===== config.mk =====
export PLATFORM = sky130hd
export DESIGN_NAME = accel_tilt_angle_smoother_unit_flat
export DESIGN_NICKNAME = d
export VERILOG_FILES = /design/src/design/ats_pkg.sv /design/src/design/ats_if.sv /design/src/design/ats_datapath.sv /design/src/design/ats_ctrl.sv /design/src/design/accel_tilt_angle_smoother_unit.sv /design/src/flat_wrapper.sv
export SDC_FILE = /design/constraint.sdc
export NUM_CORES = 2
export LEC_CHECK = 0
export ABC_AREA = 1
export BUFFER_PORTS_ARGS = -buffer_cell sky130_fd_sc_hd__buf_2
export CORE_MARGIN = 2
export CORE_UTILIZATION = 30
export DETAILED_ROUTE_END_ITERATION = 10
export PLACE_DENSITY = 0.45
export SYNTH_ARGS = -nofsm -noshare
export SYNTH_HDL_FRONTEND = slang
export SYNTH_SLANG_ARGS = --single-unit

===== constraint.sdc =====
create_clock -name clk -period 7.35 [get_ports clk]
set_clock_uncertainty 0.1 [all_clocks]
set_input_delay 0.735 -clock clk [delete_from_list [all_inputs] [get_ports clk]]
set_output_delay 0.735 -clock clk [all_outputs]
set_load 0.01 [all_outputs]

===== src/design/ats_pkg.sv =====
// Shared types, constants and the arctangent table of the tilt angle smoother.
package ats_pkg;

	localparam int IN_W        = 16;
	localparam int CFG_W       = 16;
	localparam int CFG_IDX_W   = 2;
	localparam int ANG_W       = 17;
	localparam int DIFF_W      = 17;
	localparam int PROD_W      = 33;
	localparam int VEC_W       = 36;
	localparam int RAD_W       = 34;
	localparam int RMAG_W      = 33;
	localparam int TBL_IDX_W   = 5;
	localparam int TBL_LEN     = 24;
	localparam int DEGP_W      = 50;
	localparam int DEG_N_W     = 19;
	localparam int RECIP_P_W   = 41;
	localparam int QUOT_W      = 16;
	localparam int SUM_W       = 20;

	localparam int CORDIC_STEPS_DEF = 16;

	// Q30 radians to 1/256 degree: r * 73344 / (5 * 2^30).
	localparam int FRAC_SH     = 30;
	localparam logic [16:0] DEG_MUL   = 17'd73344;
	// floor(n / 5) as (n * RECIP_M) >> RECIP_SH, exact for n below 2^22.
	localparam logic [21:0] RECIP_M   = 22'd3355444;
	localparam int RECIP_SH    = 24;

	localparam logic [QUOT_W-1:0] ANGLE_MAX = 16'd46080;
	localparam logic signed [RAD_W-1:0] HALF_PI_Q30 = 34'sd1686629713;

	localparam logic [CFG_W-1:0] SCALE_RST = 16'd16384;

	typedef enum logic [CFG_IDX_W-1:0] {
		CFG_X_BIAS  = 2'd0,
		CFG_Z_BIAS  = 2'd1,
		CFG_X_SCALE = 2'd2,
		CFG_Z_SCALE = 2'd3
	} cfg_idx_t;

	typedef enum logic [2:0] {
		ST_IDLE,
		ST_MUL,
		ST_PRE,
		ST_ITER,
		ST_CONV,
		ST_DIV,
		ST_SMOOTH,
		ST_OUT
	} state_t;

	typedef struct packed {
		logic                 load;
		logic                 mul;
		logic                 pre;
		logic                 iter;
		logic                 conv;
		logic                 div;
		logic                 smooth;
		logic                 commit;
		logic [TBL_IDX_W-1:0] step;
	} ats_cmd_t;

	function automatic logic [29:0] atan_q30(input logic [TBL_IDX_W-1:0] idx);
		logic [29:0] v;
		unique case (idx)
			5'd0:    v = 30'h3243F6A8;
			5'd1:    v = 30'h1DAC6705;
			5'd2:    v = 30'h0FADBAFC;
			5'd3:    v = 30'h07F56EA6;
			5'd4:    v = 30'h03FEAB76;
			5'd5:    v = 30'h01FFD55B;
			5'd6:    v = 30'h00FFFAAA;
			5'd7:    v = 30'h007FFF55;
			5'd8:    v = 30'h003FFFEA;
			5'd9:    v = 30'h001FFFFD;
			5'd10:   v = 30'h000FFFFF;
			5'd11:   v = 30'h0007FFFF;
			5'd12:   v = 30'h0003FFFF;
			5'd13:   v = 30'h0001FFFF;
			5'd14:   v = 30'h0000FFFF;
			5'd15:   v = 30'h00007FFF;
			5'd16:   v = 30'h00003FFF;
			5'd17:   v = 30'h00001FFF;
			5'd18:   v = 30'h00000FFF;
			5'd19:   v = 30'h000007FF;
			5'd20:   v = 30'h000003FF;
			5'd21:   v = 30'h000001FF;
			5'd22:   v = 30'h000000FF;
			5'd23:   v = 30'h0000007F;
			default: v = 30'h0;
		endcase
		return v;
	endfunction

endpackage


===== src/design/ats_if.sv =====
// Valid/ready channel interfaces for the sample input and the angle output.
interface ats_sample_if;
	import ats_pkg::*;
	logic                   valid;
	logic                   ready;
	logic signed [IN_W-1:0] accel_x_raw;
	logic signed [IN_W-1:0] accel_z_raw;

	modport source(output valid, output accel_x_raw, output accel_z_raw, input ready);
	modport sink(input valid, input accel_x_raw, input accel_z_raw, output ready);
endinterface

interface ats_angle_if;
	import ats_pkg::*;
	logic                    valid;
	logic                    ready;
	logic signed [ANG_W-1:0] tilt_angle;

	modport source(output valid, output tilt_angle, input ready);
	modport sink(input valid, input tilt_angle, output ready);
endinterface


===== src/design/ats_datapath.sv =====
// Datapath: bias removal, cross products, CORDIC vectoring, degree scaling, smoothing.
module ats_datapath (
	input  logic                              clk,
	input  logic                              arst_n,
	input  ats_pkg::ats_cmd_t                 cmd,
	input  logic signed [ats_pkg::IN_W-1:0]   accel_x_raw,
	input  logic signed [ats_pkg::IN_W-1:0]   accel_z_raw,
	input  logic                              cfg_we,
	input  logic [ats_pkg::CFG_IDX_W-1:0]     cfg_idx,
	input  logic [ats_pkg::CFG_W-1:0]         cfg_wdata,
	output logic signed [ats_pkg::ANG_W-1:0]  tilt_angle
);
	import ats_pkg::*;

	logic signed [IN_W-1:0]   x_bias_q, z_bias_q;
	logic [CFG_W-1:0]         x_scale_q, z_scale_q;

	logic signed [DIFF_W-1:0] dx_q, dz_q;
	logic signed [PROD_W-1:0] yv_q, xv_q;
	logic signed [VEC_W-1:0]  x_q, y_q;
	logic signed [RAD_W-1:0]  r_q;
	logic                     zero_q;
	logic                     neg_q;
	logic [DEG_N_W-1:0]       deg_n_q;
	logic [QUOT_W-1:0]        quot_q;
	logic signed [ANG_W-1:0]  s_q;
	logic signed [ANG_W-1:0]  smoothed_q;

	logic signed [DIFF_W-1:0]   dx_d, dz_d;
	logic signed [2*DIFF_W-1:0] yv_full, xv_full;
	logic signed [VEC_W-1:0]    xv_ext, yv_ext, xs, ys;
	logic signed [RAD_W-1:0]    atan_v;
	logic [RMAG_W-1:0]          rmag;
	logic [DEGP_W-1:0]          deg_p;
	logic [RECIP_P_W-1:0]       recip_p;
	logic [QUOT_W-1:0]          amag;
	logic signed [ANG_W-1:0]    a_new;
	logic signed [SUM_W-1:0]    sum, adj, s_full;

	// Configuration registers.
	always_ff @(posedge clk or negedge arst_n) begin
		if (!arst_n) begin
			x_bias_q  <= '0;
			z_bias_q  <= '0;
			x_scale_q <= SCALE_RST;
			z_scale_q <= SCALE_RST;
		end else if (cfg_we) begin
			unique case (cfg_idx)
				CFG_X_BIAS:  x_bias_q  <= cfg_wdata;
				CFG_Z_BIAS:  z_bias_q  <= cfg_wdata;
				CFG_X_SCALE: x_scale_q <= cfg_wdata;
				CFG_Z_SCALE: z_scale_q <= cfg_wdata;
				default: ;
			endcase
		end
	end

	assign dx_d    = DIFF_W'(accel_x_raw) - DIFF_W'(x_bias_q);
	assign dz_d    = DIFF_W'(accel_z_raw) - DIFF_W'(z_bias_q);
	assign yv_full = dx_q * $signed({1'b0, z_scale_q});
	assign xv_full = dz_q * $signed({1'b0, x_scale_q});

	assign xv_ext = VEC_W'(xv_q);
	assign yv_ext = VEC_W'(yv_q);
	assign xs     = x_q >>> cmd.step;
	assign ys     = y_q >>> cmd.step;
	assign atan_v = $signed(RAD_W'(atan_q30(cmd.step)));

	assign rmag    = zero_q ? '0 : (r_q[RAD_W-1] ? RMAG_W'(-r_q) : RMAG_W'(r_q));
	assign deg_p   = DEGP_W'(rmag) * DEGP_W'(DEG_MUL);
	assign recip_p = RECIP_P_W'(deg_n_q) * RECIP_P_W'(RECIP_M);

	// Saturate, restore the sign, then (3*old + new)/4 truncated toward zero.
	assign amag   = (quot_q > ANGLE_MAX) ? ANGLE_MAX : quot_q;
	assign a_new  = neg_q ? -$signed({1'b0, amag}) : $signed({1'b0, amag});
	assign sum    = (SUM_W'(smoothed_q) <<< 1) + SUM_W'(smoothed_q) + SUM_W'(a_new);
	assign adj    = sum + (sum[SUM_W-1] ? SUM_W'(3) : SUM_W'(0));
	assign s_full = adj >>> 2;

	always_ff @(posedge clk) begin
		if (cmd.load) begin
			dx_q <= dx_d;
			dz_q <= dz_d;
		end
		if (cmd.mul) begin
			yv_q <= yv_full[PROD_W-1:0];
			xv_q <= xv_full[PROD_W-1:0];
		end
		if (cmd.pre) begin
			zero_q <= (xv_q == '0) && (yv_q == '0);
			// A quarter-turn pre-rotation brings the vector into the right half plane.
			if (xv_q[PROD_W-1]) begin
				if (!yv_q[PROD_W-1]) begin
					x_q <= yv_ext;
					y_q <= -xv_ext;
					r_q <= HALF_PI_Q30;
				end else begin
					x_q <= -yv_ext;
					y_q <= xv_ext;
					r_q <= -HALF_PI_Q30;
				end
			end else begin
				x_q <= xv_ext;
				y_q <= yv_ext;
				r_q <= '0;
			end
		end
		if (cmd.iter) begin
			if (!y_q[VEC_W-1]) begin
				x_q <= x_q + ys;
				y_q <= y_q - xs;
				r_q <= r_q + atan_v;
			end else begin
				x_q <= x_q - ys;
				y_q <= y_q + xs;
				r_q <= r_q - atan_v;
			end
		end
		if (cmd.conv) begin
			neg_q   <= r_q[RAD_W-1] && !zero_q;
			deg_n_q <= deg_p[FRAC_SH+DEG_N_W-1:FRAC_SH];
		end
		if (cmd.div) begin
			quot_q <= recip_p[RECIP_SH+QUOT_W-1:RECIP_SH];
		end
		if (cmd.smooth) begin
			s_q <= s_full[ANG_W-1:0];
		end
	end

	always_ff @(posedge clk or negedge arst_n) begin
		if (!arst_n) begin
			smoothed_q <= '0;
		end else if (cmd.commit) begin
			smoothed_q <= s_q;
		end
	end

	assign tilt_angle = smoothed_q;

endmodule


===== src/design/ats_ctrl.sv =====
// Controller: sequences one sample through the datapath and owns the handshakes.
module ats_ctrl #(
	parameter int CORDIC_STEPS = ats_pkg::CORDIC_STEPS_DEF
) (
	input  logic              clk,
	input  logic              arst_n,
	input  logic              in_valid,
	output logic              in_ready,
	output logic              out_valid,
	input  logic              out_ready,
	output ats_pkg::ats_cmd_t cmd
);
	import ats_pkg::*;

	localparam int STEP_W = (CORDIC_STEPS > 1) ? $clog2(CORDIC_STEPS) : 1;
	localparam logic [STEP_W-1:0] STEP_LAST = STEP_W'(CORDIC_STEPS - 1);

	state_t            state_q, state_d;
	logic [STEP_W-1:0] step_q;
	logic              out_valid_q;
	logic              in_fire;
	logic              out_fire;

	assign in_ready  = (state_q == ST_IDLE);
	assign in_fire   = in_valid && in_ready;
	assign out_valid = out_valid_q;
	assign out_fire  = out_valid_q && out_ready;

	always_ff @(posedge clk or negedge arst_n) begin
		if (!arst_n) begin
			state_q <= ST_IDLE;
		end else begin
			state_q <= state_d;
		end
	end

	always_comb begin
		state_d  = state_q;
		cmd      = '0;
		cmd.step = TBL_IDX_W'(step_q);
		unique case (state_q)
			ST_IDLE: begin
				if (in_valid) begin
					cmd.load = 1'b1;
					state_d  = ST_MUL;
				end
			end
			ST_MUL: begin
				cmd.mul = 1'b1;
				state_d = ST_PRE;
			end
			ST_PRE: begin
				cmd.pre = 1'b1;
				state_d = ST_ITER;
			end
			ST_ITER: begin
				cmd.iter = 1'b1;
				if (step_q == STEP_LAST) begin
					state_d = ST_CONV;
				end
			end
			ST_CONV: begin
				cmd.conv = 1'b1;
				state_d  = ST_DIV;
			end
			ST_DIV: begin
				cmd.div = 1'b1;
				state_d = ST_SMOOTH;
			end
			ST_SMOOTH: begin
				cmd.smooth = 1'b1;
				state_d    = ST_OUT;
			end
			ST_OUT: begin
				if (!out_valid_q || out_ready) begin
					cmd.commit = 1'b1;
					state_d    = ST_IDLE;
				end
			end
			default: state_d = ST_IDLE;
		endcase
	end

	always_ff @(posedge clk or negedge arst_n) begin
		if (!arst_n) begin
			step_q      <= '0;
			out_valid_q <= 1'b0;
		end else begin
			if (cmd.pre) begin
				step_q <= '0;
			end else if (cmd.iter) begin
				step_q <= step_q + STEP_W'(1);
			end
			if (cmd.commit) begin
				out_valid_q <= 1'b1;
			end else if (out_fire) begin
				out_valid_q <= 1'b0;
			end
		end
	end

	a_fire_starts: assert property (@(posedge clk) disable iff (!arst_n)
		in_fire |=> state_q == ST_MUL)
		else $error("accepted sample did not start the multiply step");

	a_iter_count: assert property (@(posedge clk) disable iff (!arst_n)
		(state_q == ST_ITER && step_q == STEP_LAST) |=> state_q == ST_CONV)
		else $error("CORDIC did not stop after the last step");

	a_commit_valid: assert property (@(posedge clk) disable iff (!arst_n)
		cmd.commit |=> out_valid_q)
		else $error("committed result not presented");

	a_no_overwrite: assert property (@(posedge clk) disable iff (!arst_n)
		cmd.commit |-> (!out_valid_q || out_ready))
		else $error("result overwritten before its transfer");

endmodule


===== src/design/accel_tilt_angle_smoother_unit.sv =====
// Top level of the accelerometer tilt angle smoother.
//
// Usage: one X/Z raw accelerometer pair is taken per transfer on the sample channel.
// The block removes the per-axis bias, forms atan2(x*z_scale, z*x_scale) with an
// iterative CORDIC, converts to 1/256 degree, saturates to +-180 degrees and
// returns the smoothed angle (3*old + new)/4 as one transfer on the result channel.
// The four registers are written through cfg_we/cfg_idx/cfg_wdata and should only
// change while no sample is in flight.
//
// After the sample transfer, the multiply, pre-rotation, CORDIC iteration, conversion,
// division and smoothing states follow before the result is committed. The one shared
// CORDIC add/shift unit handles a single sample at a time, so no new sample is taken
// before then. The result sits in an output register, so the next sample is taken
// while the previous result still waits; if the receiver stalls, that next sample is
// held at its final step until the output register is free.
//
// Reset clears the smoothed angle to zero, the biases to zero and both scales to
// 16384, and leaves both channels empty.
module accel_tilt_angle_smoother_unit #(
	parameter int CORDIC_STEPS = ats_pkg::CORDIC_STEPS_DEF
) (
	input  logic                          clk,
	input  logic                          arst_n,
	ats_sample_if.sink                    sample,
	ats_angle_if.source                   result,
	input  logic                          cfg_we,
	input  logic [ats_pkg::CFG_IDX_W-1:0] cfg_idx,
	input  logic [ats_pkg::CFG_W-1:0]     cfg_wdata
);
	import ats_pkg::*;

	// Command bundle from the sequencer to the arithmetic.
	ats_cmd_t cmd;

	ats_ctrl #(
		.CORDIC_STEPS(CORDIC_STEPS)
	) u_ctrl (
		.clk      (clk),
		.arst_n   (arst_n),
		.in_valid (sample.valid),
		.in_ready (sample.ready),
		.out_valid(result.valid),
		.out_ready(result.ready),
		.cmd      (cmd)
	);

	// The smoothed angle register doubles as the output data; it only changes
	// when a new result is committed, which never happens while one is pending.
	ats_datapath u_dp (
		.clk        (clk),
		.arst_n     (arst_n),
		.cmd        (cmd),
		.accel_x_raw(sample.accel_x_raw),
		.accel_z_raw(sample.accel_z_raw),
		.cfg_we     (cfg_we),
		.cfg_idx    (cfg_idx),
		.cfg_wdata  (cfg_wdata),
		.tilt_angle (result.tilt_angle)
	);

endmodule


===== src/flat_wrapper.sv =====
// flat-port wrapper written by rule: the top's interface ports become plain ports
module accel_tilt_angle_smoother_unit_flat import ats_pkg::*;
#(
	parameter int CORDIC_STEPS = ats_pkg::CORDIC_STEPS_DEF
)
  (clk, arst_n, cfg_we, cfg_idx, cfg_wdata, sample_valid, sample_accel_x_raw, sample_accel_z_raw, sample_ready, result_valid, result_tilt_angle, result_ready);
  ats_sample_if sample_i ();
  ats_angle_if result_i ();
  input  logic clk;
  input  logic arst_n;
  input  logic cfg_we;
  input  logic [ats_pkg::CFG_IDX_W-1:0] cfg_idx;
  input  logic [ats_pkg::CFG_W-1:0] cfg_wdata;
  input wire logic [$bits(sample_i.valid)-1:0] sample_valid;
  input wire logic [$bits(sample_i.accel_x_raw)-1:0] sample_accel_x_raw;
  input wire logic [$bits(sample_i.accel_z_raw)-1:0] sample_accel_z_raw;
  output wire logic [$bits(sample_i.ready)-1:0] sample_ready;
  output wire logic [$bits(result_i.valid)-1:0] result_valid;
  output wire logic [$bits(result_i.tilt_angle)-1:0] result_tilt_angle;
  input wire logic [$bits(result_i.ready)-1:0] result_ready;
  assign sample_i.valid = sample_valid;
  assign sample_i.accel_x_raw = sample_accel_x_raw;
  assign sample_i.accel_z_raw = sample_accel_z_raw;
  assign sample_ready = sample_i.ready;
  assign result_valid = result_i.valid;
  assign result_tilt_angle = result_i.tilt_angle;
  assign result_i.ready = result_ready;
  accel_tilt_angle_smoother_unit #(.CORDIC_STEPS(CORDIC_STEPS)) u_core (.clk(clk), .arst_n(arst_n), .sample(sample_i), .result(result_i), .cfg_we(cfg_we), .cfg_idx(cfg_idx), .cfg_wdata(cfg_wdata));
endmodule

-- After elaboration in Yosys (flattened, before gate mapping)
Memory sizes are Yosys's and may differ from the RTL's.
Cells that the tools add are included.
- flip-flop bits (word level): 349
- ROM bits: 960
- input bits: 55
- output and inout bits: 19
- logic and storage cells: 113
- memories kept: 1
- $add $sub $neg: 16
- $mul: 4
- order comparisons: 1
- equal/unequal tests: 14
- shift-type cells: 2
- multiplexer cells: 38
- reduce and logical (&&, ||, !) cells: 17
- memories (memory ; words ; bits a word ; rd ports ; clocked after memory_dff ; write ports ; RTL line ; source):
    (no name shown) ; 32 ; 30 ; 1 ; 0 ; 0 ; ats_pkg.sv:67 ; unique case (idx)
- operators by type and width (cell ; number):
    $mux W36 ; 10
    $mux W34 ; 5
    $add A36 B36 Y36 ; 2
    $neg A33 Y36 ; 2
    $sshr A36 B4 Y36 ; 2
    $sub A36 B36 Y36 ; 2
    $logic_not A33 Y1 ; 2
    $mul A17 B17 Y33 ; 2
    $mux W33 ; 2
    $mul A33 B10 Y42 const B ; 1
    $mul A19 B20 Y38 const B ; 1
    $add A34 B31 Y34 ; 1
    $sub A16 B16 Y17 ; 2
    $sub A34 B31 Y34 ; 1
    $neg A33 Y33 ; 1
    $pmux W3 S8 ; 1
    $add A19 B17 Y20 ; 1
    $add A18 B17 Y19 ; 1
    $add A19 B3 Y19 ; 1
    $mux W17 ; 1
    $neg A16 Y17 ; 1
    $gt A16 B16 Y1 const B ; 1
    $mux W16 ; 1
    $eq A3 B3 Y1 const B ; 4
    other kinds (19) ; 44

-- Depth between registers and ports, before layout
- depth in word-level cells: 7
- depth in mapped cells: 37
- gate-level depth less buffers: 37

-- Hierarchy
Synthesis repeated with hierarchy kept, for this count alone.
- cell total of the unflattened synthesis: 8548
- area total of the unflattened synthesis: 64067.7 sq um
- by module, submodules not included (module ; times used ; cells an instance ; area each (sq um) ; seq. area each (sq um)):
    ats_datapath ; 1 ; 8479 ; 63562.2 ; 9836.9
    ats_ctrl ; 1 ; 69 ; 505.5 ; 200.2

-- Worst setup path after synthesis
OpenSTA, ideal clock, no wires.
- path kind: flip-flop to flip-flop
- start: register u_core.u_dp.r_q[1]
- end: register u_core.u_dp.deg_n_q[14], data pin
- library setup time: 259 ps
- arrival time: 5826 ps
- required time: 6991 ps
- setup slack: 1165 ps
- cell stages (with the launch flop): 29
- buffers on the path: 0
- period minus slack after synthesis: 6185 ps
- cell sequence: edfxtp_1 -> nor3_1 -> nand2_1 -> nor3_1 -> inv_1 -> nor2_1 -> nand4_1 -> nor2_2 -> nand2_1 -> nand2_1 -> o21ai_0 -> a21oi_1 -> ha_1 -> inv_1 -> fa_1 -> inv_1 -> fa_1 -> fa_1 -> inv_1 -> fa_1 -> inv_1 -> ha_1 -> a21oi_1 -> inv_1 -> a31oi_1 -> o21ai_0 -> a311oi_1 -> nand3_1 -> xor2_1
- word-level cells in the longest chain between the ends: 4
- ends and longest elaborated chain (item ; RTL line ; source):
    start: declaration ; ats_datapath.sv:21 ; logic signed [RAD_W-1:0] r_q;
    start signal: assignment ; ats_datapath.sv:100 ; r_q <= -HALF_PI_Q30;
    start signal: assignment ; ats_datapath.sv:112 ; r_q <= r_q + atan_v;
    start signal: assignment ; ats_datapath.sv:116 ; r_q <= r_q - atan_v;
    $neg A33 Y33 ; ats_datapath.sv:69 ; assign rmag = zero_q ? '0 : (r_q[RAD_W-1] ? RMAG_W'(-r_q) : RMAG_W'(r_q));
    $mux W33 * (2 in a row) ; ats_datapath.sv:69 ;
    $mul A33 B10 Y42 * ; ats_datapath.sv:70 ; assign deg_p = DEGP_W'(rmag) * DEGP_W'(DEG_MUL);
    named net u_core.u_dp.deg_p[44] ; ats_datapath.sv:34 ; logic [DEGP_W-1:0] deg_p;
    end signal: assignment ; ats_datapath.sv:121 ; deg_n_q <= deg_p[FRAC_SH+DEG_N_W-1:FRAC_SH];
    end: declaration ; ats_datapath.sv:24 ; logic [DEG_N_W-1:0] deg_n_q;
Mark *: on every way through the listed nets, which the timed path passes. The rest lies on a longest branch.
A chain may end at the register's enable or synchronous reset.

-- Worst setup path in the final report
- start: register u_core.u_dp.r_q[1]
- end: register u_core.u_dp.deg_n_q[6], data pin
The elaborated chain is that of the path after synthesis.

==> out/results.ini <==
[yosys]
synth.avg_cell_area_um2 = 7.46
synth_top_area_cell = fa_1
yosys.area_share.simple_pct = 21.1
synth_warnings = 0
synthAdderAreaFrac_pct = 36.2
synth_top_family_by_area = adder cells
synth_seq_cells = 349
muxShareOfSynthArea_pct = 0.265
synth-compound-area-share_pct = 9.75
synth_xor_area_share_pct = 4.38
synthTopCellsByCount = nand2_1, inv_1, fa_1
synthesis.area_um2 = 63700
synth.net_count = 9972
synth.most_common_cell = nand2_1
synthTopCellsByArea = fa_1, edfxtp_1, nand2_1
syn-instance-count = 8542
synth_top_area_share_pct = 24.6
synth_edf_count = 260
synth_seq_area_share_pct = 15.8
synth-async-reset-ratio_pct = 25.5
ys_types = 58
ys.flop_type = edfxtp_1

[floorplan]
start_util_pct = 30.1
num_rows = 169
pin_count = 74
die_h_um = 465
core_um2 = 212000
die_w_um = 465
dieArea_um2 = 216000

[run_status]
status = completed

[clocking]
htree_levels = 2
numCtsBuffers = 52
cts_max_path_buffers = 3
clkLatencyLatePin_ps = 700
clock_sinks = 349
clk_pin_slew_ps = 60
cts_tree = built
cts-root-buf = clkbuf_16

[critical_path]
critPathMaxStageDelay_ps = 550
critPathLaunchType = flop
path_class = flop to flop
critical-path-top-delay-family = adder cells
crit_arrival_ps = 7200
crit_required_ps = 7680
cp-end-kind = flop
crit_buf_inv = 9
path_max_fanout = 5
crit_path_top_delay_cell = fa_1

[cells_and_area]
nNetsFinal = 9899
finish.utilization_pct = 32.6
area_growth_pct = 8.25
drive_above_1_share_pct = 3.79
nFillCells = 22900

[timing]
worst_pin_slew_ps = 1090
fmax_mhz = 146
final_hold_viol_count = 0
finalSetupViolCount = 0
slew_viol_final = 0
period_share_pct = 93.5
whs_ps = 306
relSlewSlack_pct = 27.0
min_period_ps = 6870

[global_route]
globalRouteOverflowTotal = 0
grt_pass1_wl_um = 323000
grt_use_total_pct = 18.9
antenna_found_initial = 2
grt_pass1_vias = 54700
grt_max_degree = 67

[detailed_routing]
drt_iter0_drc = 3930
vias = 54000
routed_via_density = 4.77
dr.pass1.iters = 6
drt.antenna.violating_nets = 0
detail_route.wl_per_cell_um = 18.2
drcViolationCount = 0
wl_um = 206000

[place]
place_hpwl_um = 172000
io_buffers = 73
place_congestion = 0.902

[min_path]
hold_class = input pin to flop

[run]
max_cap_viol_count = 0

-- registers in the layout, indices dropped and copies added, names as in the netlist, 3 cells and up --
name	cells
u_core.u_dp.dx_q	17
u_core.u_dp.y_q	36
u_core.u_dp.x_scale_q	16
u_core.u_dp.x_q	36
u_core.u_dp.z_bias_q	16
u_core.u_dp.dz_q	17
u_core.u_dp.xv_q	33
u_core.u_dp.s_q	17
u_core.u_ctrl.step_q	4
u_core.u_dp.deg_n_q	19
u_core.u_dp.tilt_angle	17
u_core.u_ctrl.state_q	3
u_core.u_dp.x_bias_q	16
u_core.u_dp.r_q	34
u_core.u_dp.z_scale_q	16
u_core.u_dp.quot_q	16
u_core.u_dp.yv_q	33
-- worst reg2reg max path, delay by kind of cell (launching register included) --
kind / cells / cell delay, ps
and+or+nand+nor: 14 / 1780
adders and majority gates: 7 / 2880
DFF: 1 / 420
buffers and inverters: 9 / 770
AOI/OAI and AO/OA: 3 / 700
-- cell families after synthesis --
group                    Yosys count
AND/OR/NAND/NOR                 3283
multiplexers                      15
flip-flops                       349
buffers and inverters           2085
adder cells (fa/ha/maj)         1375
XOR/XNOR                         319
AO/OA/AOI/OAI                   1116
-- cell type report --
cell class / instances / area, um^2 / area share, %
diodes: 1 / 2.50 / 0.00363
clock buffers: 53 / 1320 / 1.91
clock inverters: 45 / 573 / 0.831
inverters: 1808 / 6790 / 9.85
multi-input cells: 6108 / 45800 / 66.4
flip-flops and latches: 349 / 10000 / 14.6
well taps: 2821 / 3530 / 5.12
repair buffers: 150 / 948 / 1.37
-- cell usage in the layout (no fill, tap or decap), types with 15 or more instances in the layout --
master and count:
fa_1 784, mux2_2 15, nand2_1 1984, a21oi_1 417
a21o_1 26, o21ai_0 438, a31oi_1 49, xor2_1 203
nor2_1 598, nand4_1 64, o21a_1 32, ha_1 591
o21bai_1 22, nand3_1 467, buf_2 72, nor3_1 67
o211ai_1 39, nor4_1 32, clkbuf_16 52, xnor2_1 116
edfxtp_1 260, inv_1 1795, dfrtp_1 83, o221ai_1 20
buf_4 77
-- stage by stage --
stage / setup TNS (ps) / instances / area [um^2] / setup WS, ps
after global placement: 0 / 11200 / 67000 / 181
after global routing: -7.03 / 11300 / 69000 / -7.03
final: 0 / 11300 / 69000 / 481
after CTS: 0 / 11300 / 68900 / 207
after floorplan: 0 / 8542 / 63700 / 1160
after detailed placement: 0 / 11200 / 67000 / 228
-- final timing paths --
check	startpoint	endpoint	slack, ps	depth (start not counted)
max in group asynchronous	arst_n	u_core.u_dp.z_scale_q[13]	5350	3
min	cfg_wdata[4]	u_core.u_dp.z_scale_q[4]	310	3
min in group asynchronous	arst_n	u_core.u_dp.tilt_angle[8]	440	2
max	u_core.u_dp.r_q[1]	u_core.u_dp.deg_n_q[6]	480	33
max reg2reg	u_core.u_dp.r_q[1]	u_core.u_dp.deg_n_q[6]	480	33
min reg2reg	u_core.u_dp.s_q[15]	u_core.u_dp.tilt_angle[15]	370	1
-- layer usage --
metal / track usage (%) / part of all wire (%) / vias up
met4: 4.06 / 2.2 / 0
met5: 0 / 0 / -
met1: 27.5 / 49 / 26100
met3: 1.81 / 4.1 / 181
li1: - / - / 26600
met2: 30.4 / 45 / 1208
-- repair_timing --
item,in CTS,in global routing
hold buffers,1,0
resized for setup,0,12
endpoints found under the setup margin,0,16
endpoints found under the hold margin,25,0
buffers inserted,0,0
Power is not shown: default switching activity piles up to over one toggle a cycle in this logic, so the estimate is an artifact.
